**config.mk**
```make
export PLATFORM = sky130hd
export DESIGN_NAME = comparator_trim_search_sequencer
export DESIGN_NICKNAME = d
export VERILOG_FILES = /design/src/design/ctss_pkg.sv /design/src/design/ctss_step.sv /design/src/design/comparator_trim_search_sequencer.sv
export SDC_FILE = /design/constraint.sdc
export NUM_CORES = 1
export LEC_CHECK = 0
export ABC_AREA = 1
export BUFFER_PORTS_ARGS = -buffer_cell sky130_fd_sc_hd__buf_2
export CELL_PAD_IN_SITES_DETAIL_PLACEMENT = 2
export CELL_PAD_IN_SITES_GLOBAL_PLACEMENT = 2
export CORE_UTILIZATION = 35
export DETAILED_ROUTE_END_ITERATION = 10
export GPL_ROUTABILITY_DRIVEN = 0
export MAX_ROUTING_LAYER = met4
export PLACE_DENSITY_LB_ADDON = 0.1
export SYNTH_ARGS = -nofsm -noshare
export SYNTH_HDL_FRONTEND = slang
export SYNTH_HIERARCHICAL = 1
export SYNTH_SLANG_ARGS = --single-unit
```
**constraint.sdc**
```tcl
create_clock -name clk_i -period 4.1 [get_ports clk_i]
set_input_delay 0.82 -clock clk_i [delete_from_list [all_inputs] [get_ports clk_i]]
set_output_delay 0.82 -clock clk_i [all_outputs]
set_load 0.03 [all_outputs]
```
**src/design/ctss_pkg.sv**
```systemverilog
package ctss_pkg;

  typedef enum logic [3:0] {
    PH_IDLE = 4'b0001,
    PH_BUSY = 4'b0010,
    PH_PASS = 4'b0100,
    PH_FAIL = 4'b1000
  } phase_e;

  typedef enum logic [1:0] {
    RQ_NONE  = 2'd0,
    RQ_WRITE = 2'd1,
    RQ_READ  = 2'd2,
    RQ_PIN   = 2'd3
  } req_kind_e;

  typedef enum logic [1:0] {
    RS_BUSY = 2'd0,
    RS_PASS = 2'd1,
    RS_FAIL = 2'd2
  } run_status_e;

  localparam logic [2:0] StLevel    = 3'd0;
  localparam logic [2:0] StPin      = 3'd1;
  localparam logic [2:0] StStart    = 3'd2;
  localparam logic [2:0] StDir      = 3'd3;
  localparam logic [2:0] StCode     = 3'd4;
  localparam logic [2:0] StCompare  = 3'd5;
  localparam logic [2:0] StReadback = 3'd6;
  localparam logic [2:0] StLast     = 3'd6;

  localparam logic       CmdStart   = 1'b0;

  localparam logic       CfgCalib   = 1'b0;
  localparam logic       CfgUpper   = 1'b1;

  localparam logic [15:0] AddrLevel = 16'h1047;
  localparam logic [15:0] AddrTune  = 16'h1049;
  localparam logic [15:0] AddrComp  = 16'h1045;
  localparam logic [7:0]  StartCode = 8'h0f;
  localparam logic [7:0]  LevelMask = 8'h07;
  localparam logic [7:0]  UpperMask = 8'hf8;
  localparam logic [4:0]  UpLimit   = 5'd16;
  localparam logic [4:0]  DownLimit = 5'd15;
  localparam int unsigned FlagBit   = 5;

  typedef struct packed {
    phase_e      phase;
    logic [2:0]  step;
    logic        down;
    logic [4:0]  offset;
    logic [15:0] saved;
  } ctss_state_t;

  typedef struct packed {
    req_kind_e   kind;
    logic [15:0] addr;
    logic [7:0]  wbyte;
    run_status_e status;
    logic [7:0]  trim_low;
    logic [7:0]  trim_high;
  } ctss_res_t;

endpackage

```
**src/design/ctss_step.sv**
```systemverilog
module ctss_step
  import ctss_pkg::*;
(
  input  ctss_state_t state_i,
  input  logic [2:0]  calib_level_i,
  input  logic [7:0]  upper_voltage_bits_i,
  input  logic        cmd_i,
  input  logic        status_ok_i,
  input  logic [7:0]  read_low_i,
  input  logic [7:0]  read_high_i,
  output ctss_state_t state_o,
  output logic        res_valid_o,
  output ctss_res_t   res_o
);

  logic       flag;
  logic       none_req;
  logic [7:0] code;
  logic [4:0] limit;

  assign flag  = read_low_i[FlagBit];
  assign limit = state_i.down ? DownLimit : UpLimit;

  always_comb begin
    state_o     = state_i;
    res_valid_o = 1'b1;
    none_req    = 1'b0;
    if (cmd_i == CmdStart) begin
      state_o.phase  = PH_BUSY;
      state_o.step   = StLevel;
      state_o.down   = 1'b0;
      state_o.offset = '0;
      state_o.saved  = '0;
    end else if (state_i.phase != PH_BUSY) begin
      res_valid_o = 1'b0;
    end else if (state_i.step == StPin) begin
      state_o.step = StStart;
    end else if (state_i.step > StLast) begin
      state_o.phase = PH_FAIL;
      none_req      = 1'b1;
    end else if (status_ok_i) begin
      case (state_i.step)
        StLevel, StStart, StCode: begin
          state_o.step = state_i.step + 3'd1;
        end
        StDir: begin
          state_o.down   = ~flag;
          state_o.offset = 5'd1;
          state_o.step   = StCode;
        end
        StCompare: begin
          if (state_i.down ? flag : ~flag) begin
            state_o.step = StReadback;
          end else if (state_i.offset < limit) begin
            state_o.offset = state_i.offset + 5'd1;
            state_o.step   = StCode;
          end else begin
            state_o.phase = PH_FAIL;
            none_req      = 1'b1;
          end
        end
        default: begin
          state_o.saved = {read_high_i, read_low_i};
          state_o.phase = PH_PASS;
          state_o.step  = StLevel;
          none_req      = 1'b1;
        end
      endcase
    end
  end

  // trim code for the search step
  always_comb begin
    if (state_o.down) begin
      code = StartCode - {3'd0, state_o.offset};
    end else begin
      code = StartCode + {3'd0, state_o.offset};
    end
  end

  always_comb begin
    res_o.kind  = RQ_NONE;
    res_o.addr  = '0;
    res_o.wbyte = '0;
    if (!none_req) begin
      case (state_o.step)
        StLevel: begin
          res_o.kind  = RQ_WRITE;
          res_o.addr  = AddrLevel;
          res_o.wbyte = ({5'd0, calib_level_i} & LevelMask) | (upper_voltage_bits_i & UpperMask);
        end
        StPin: begin
          res_o.kind = RQ_PIN;
        end
        StStart: begin
          res_o.kind  = RQ_WRITE;
          res_o.addr  = AddrTune;
          res_o.wbyte = StartCode;
        end
        StDir, StCompare: begin
          res_o.kind = RQ_READ;
          res_o.addr = AddrComp;
        end
        StCode: begin
          res_o.kind  = RQ_WRITE;
          res_o.addr  = AddrTune;
          res_o.wbyte = code;
        end
        StReadback: begin
          res_o.kind = RQ_READ;
          res_o.addr = AddrTune;
        end
        default: begin
          res_o.kind = RQ_NONE;
        end
      endcase
    end
    case (state_o.phase)
      PH_PASS: res_o.status = RS_PASS;
      PH_FAIL: res_o.status = RS_FAIL;
      default: res_o.status = RS_BUSY;
    endcase
    res_o.trim_low  = state_o.saved[7:0];
    res_o.trim_high = state_o.saved[15:8];
  end

endmodule

```
**src/design/comparator_trim_search_sequencer.sv**
```systemverilog
// Comparator trim search sequencer. Each input beat (a start command or the
// completion of the last request) yields at most one request beat; a completion
// while no run is active yields none. One beat is taken per clock while input stall is low: a beat goes
// into the input register, then the step logic updates the sequence state and
// fills the result register, from which the request is presented. The result
// register holds a stalled request while the input register takes the next beat;
// input stall rises only when both are full and the output is stalled.
module comparator_trim_search_sequencer
  import ctss_pkg::*;
(
  input  logic        clk_i,
  input  logic        rst_ni,
  input  logic        cfg_we_i,
  input  logic        cfg_index_i,
  input  logic [7:0]  cfg_data_i,
  input  logic        in_valid_i,
  output logic        in_stall_o,
  input  logic        cmd_i,
  input  logic        status_ok_i,
  input  logic [7:0]  read_low_i,
  input  logic [7:0]  read_high_i,
  output logic        out_valid_o,
  input  logic        out_stall_i,
  output logic [1:0]  request_kind_o,
  output logic [15:0] reg_address_o,
  output logic [7:0]  write_byte_o,
  output logic [1:0]  run_status_o,
  output logic [7:0]  trim_low_o,
  output logic [7:0]  trim_high_o
);

  logic [2:0]  calib_level_q;
  logic [7:0]  upper_q;

  logic        in_valid_q;
  logic        cmd_q;
  logic        ok_q;
  logic [7:0]  rlow_q;
  logic [7:0]  rhigh_q;

  ctss_state_t state_q;
  ctss_state_t state_d;
  logic        res_valid;
  ctss_res_t   res_d;
  ctss_res_t   res_q;
  logic        out_valid_q;

  logic        advance;
  logic        in_take;

  assign advance    = !out_valid_q || !out_stall_i;
  assign in_stall_o = in_valid_q && !advance;
  assign in_take    = in_valid_i && !in_stall_o;

  always_ff @(posedge clk_i or negedge rst_ni) begin
    if (!rst_ni) begin
      calib_level_q <= '0;
      upper_q       <= '0;
    end else if (cfg_we_i) begin
      case (cfg_index_i)
        CfgCalib: calib_level_q <= cfg_data_i[2:0];
        CfgUpper: upper_q       <= cfg_data_i;
        default:  upper_q       <= upper_q;
      endcase
    end
  end

  always_ff @(posedge clk_i or negedge rst_ni) begin
    if (!rst_ni) begin
      in_valid_q <= 1'b0;
    end else if (!in_stall_o) begin
      in_valid_q <= in_valid_i;
    end
  end

  always_ff @(posedge clk_i) begin
    if (in_take) begin
      cmd_q   <= cmd_i;
      ok_q    <= status_ok_i;
      rlow_q  <= read_low_i;
      rhigh_q <= read_high_i;
    end
  end

  ctss_step u_step (
    .state_i              (state_q),
    .calib_level_i        (calib_level_q),
    .upper_voltage_bits_i (upper_q),
    .cmd_i                (cmd_q),
    .status_ok_i          (ok_q),
    .read_low_i           (rlow_q),
    .read_high_i          (rhigh_q),
    .state_o              (state_d),
    .res_valid_o          (res_valid),
    .res_o                (res_d)
  );

  always_ff @(posedge clk_i or negedge rst_ni) begin
    if (!rst_ni) begin
      state_q.phase  <= PH_IDLE;
      state_q.step   <= StLevel;
      state_q.down   <= 1'b0;
      state_q.offset <= '0;
      state_q.saved  <= '0;
      out_valid_q    <= 1'b0;
    end else if (advance) begin
      out_valid_q <= in_valid_q && res_valid;
      if (in_valid_q) begin
        state_q <= state_d;
      end
    end
  end

  always_ff @(posedge clk_i) begin
    if (advance && in_valid_q && res_valid) begin
      res_q <= res_d;
    end
  end

  assign out_valid_o    = out_valid_q;
  assign request_kind_o = res_q.kind;
  assign reg_address_o  = res_q.addr;
  assign write_byte_o   = res_q.wbyte;
  assign run_status_o   = res_q.status;
  assign trim_low_o     = res_q.trim_low;
  assign trim_high_o    = res_q.trim_high;

`ifndef ASSERT_OFF
  // a finished run never carries a request
  a_done_no_req: assert property (@(posedge clk_i) disable iff (!rst_ni)
    out_valid_o && (run_status_o != RS_BUSY) |-> request_kind_o == RQ_NONE)
    else $error("finished beat carries a request");

  // trim bytes stay clear while a run is busy
  a_busy_no_trim: assert property (@(posedge clk_i) disable iff (!rst_ni)
    out_valid_o && (run_status_o == RS_BUSY) |-> trim_low_o == 8'd0 && trim_high_o == 8'd0)
    else $error("trim bytes set during a busy run");

  // input side only backs up when the result register is full and held
  a_stall_cause: assert property (@(posedge clk_i) disable iff (!rst_ni)
    in_stall_o |-> out_valid_o && out_stall_i)
    else $error("input stalled without a held result");

  // search offset never passes the upward limit
  a_offset_range: assert property (@(posedge clk_i) disable iff (!rst_ni)
    state_q.offset <= UpLimit)
    else $error("trim offset out of range");
`endif

endmodule
```
==> flow_summary.toml <==
[critical_path]
path_buf_inv = 3
slowest_delay_ps = 590
critPathArrivalTime_ps = 3300
critPathTopFamily = "buffers and inverters"
rr_worst_depth = 11
cp.depth = 11
path_max_fanout = 17
start_kind = "flip-flop"
worst_setup_path_end_kind = "flip-flop"
crit_chain = "inv_1, ha_1, inv_1, o21bai_1, nor2_1, nand2_1, clkinv_1, o21ai_0, a21oi_1, nand3_1, nand2_1"
crit-reg2reg-launch = "state_q[22]"
crit_required_ps = 4340
crit_start = "state_q[22]"
critPathKind = "reg -> reg"
crit_slowest_cell = "clkinv_1"

[sta]
fmax_ghz = 0.327
tns_ps = 0
fin_ws_ps = 1040
max-slew-margin-rel_pct = 31.4
fin_skew_ps = 8.71
hold_viol_final = 0
min_period_ps = 3060
setup_violations = 0
report.final.slew_viol_count = 0
min_period_over_period_pct = 74.7
tightest_slew_ps = 1030
rsz0062_at_grt = "false"

[cts]
cts.sinks = 101
post_cts_buffers = 0
cts_resized = 0
hold_buffers = 0
clk_latency_ps = 350
tritoncts = "done"
cts_made_buffers = 9
cts.clk_slew.worst_paths_ps = 70
cts_root_buf = "clkbuf_16"
clock_path_buffers = 2
htree_levels = 3

[cells_and_area]
nNetsFinal = 638
multi_input_area_sq_mm = 0.00170
area_growth_pct = 13.7
regArea_sq_mm = 0.00284
drive_gt1_share_pct = 20.5
n_fill_cell = 1537
diodes = 0

[route]
via_per_inst = 4.90
firstDrtPassIters = 4
num_vias = 3825
drcViolationCount = 0
wl_per_cell_um = 17.1
routed_wl_um = 13300
met3_length_um = 276
wl_met1_um = 5990
top_layer_used = "met4"
drtAntennaViolNets = 0
drt-initial-drc-count = 164
met2_length_um = 6920

[global_route]
grt_pass1_wl_um = 21700
track_usage_pct = 20.1
antenna_found_initial = 0
gr-total-overflow = 0
grt_pass1_vias = 4250
grt_max_degree = 45

[power]
powerDensity_mw_per_mm2 = 600
switchingPower_uw = 1280
p_comb_share_pct = 32.3
swShare_pct = 37.5
leakage_uw = 0.00266
ir_drop_v = 0.000315
internal_power_uw = 2130
pwr-share-seq_pct = 42.1
report.power.total_uw = 3400
power_frac_clock_pct = 25.6

[die]
ios = 78
die_w_um = 121
coreArea_sq_mm = 0.0139
die-area_sq_mm = 0.0147
start_util_pct = 35.9
die_h_um = 121
rows = 43

[run_status]
outcome = "finished clean"

[flow_run]
drv_cap = 0

[place]
dp_hpwl_um = 9460
preCtsSetupSlack_ps = 1030
io_buffers = 77

[logic_synthesis]
syn_area_per_cell_sq_um = 9.29
netlist_area_sq_mm = 0.00499
syn_inst = 537
yosysWarnings = 6

[hold_path]
hold_depth = 2
worstHoldStart = "upper_q[3]"
hold_path_class = "reg -> reg"
## routing by layer
layer  global-route usage [%]  vias up
li1                         -     1837
met1                     24.3     1926
met2                     34.3       53
met3                     2.77        9
met4                     6.87        0
met5                        -        -
## tightest hold or removal path, cell delays in order (launching register included)
cell and delay (ps):
dfrtp_1 340, nand2_1 60, nand2_1 50
## sequential cells by signal, summed over array words and instances (netlist names)
| register | cells |
|---|---|
| in_valid_q | 1 |
| ok_q | 1 |
| write_byte_o | 8 |
| request_kind_o | 2 |
| state_q | 29 |
| cmd_q | 1 |
| out_valid_o | 1 |
| rlow_q | 8 |
| run_status_o | 2 |
| trim_high_o | 8 |
| rhigh_q | 8 |
| reg_address_o | 16 |
| calib_level_q | 3 |
| trim_low_o | 8 |
| upper_q | 5 |
## cell type report
| class | count | share of cell area [%] |
|---|---|---|
| Inverter | 50 | 3.31 |
| Multi-Input combinational cell | 351 | 30.0 |
| Clock buffer | 12 | 4.34 |
| Tap cell | 180 | 3.97 |
| Clock inverter | 4 | 0.838 |
| Timing Repair Buffer | 82 | 7.45 |
| Sequential cell | 101 | 50.0 |
## layout by cell type, fill, tap and decap left out, types with 5 or more instances in the layout
cell type and n:
a21oi_1 22, buf_2 77, buf_4 5, clkbuf_16 9, conb_1 10, dfrtp_1 38, edfxtp_1 62, ha_1 11
inv_1 43, inv_2 6, nand2_1 139, nand3_1 51, nor2_1 51, nor3_1 6, o21ai_0 26
## worst paths after layout
kind / end / slack [ps]
worst min register to register: upper_q[3] / 480
worst max register to register: state_q[5] / 1040
max in group asynchronous: state_q[27] / 2810
worst min-delay path: upper_q[3] / 480
min in group asynchronous: state_q[8] / 660
worst max-delay path: state_q[5] / 1040
## power groups by stage
stage	sequential, uW	combinational (uW)	clock, uW
2_1_floorplan	1640	654	0
3_3_place_gp	1450	1060	0
3_5_place_dp	1460	1110	0
4_1_cts	1440	1120	900
5_1_grt	1460	1220	930
6_report	1430	1100	870
## stage by stage
stage | instance area (sq um) | util, % | hold slack (ps) | cells
5_1_grt | 5670 | 40.9 | 504 | 780
6_report | 5670 | 40.9 | 476 | 780
2_1_floorplan | 5020 | - | 437 | 546
3_5_place_dp | 5380 | 38.8 | 465 | 764
4_1_cts | 5670 | 40.9 | 482 | 780
3_3_place_gp | 5380 | 38.8 | 454 | 764
Note: power is estimated with default switching activity, not from simulation.
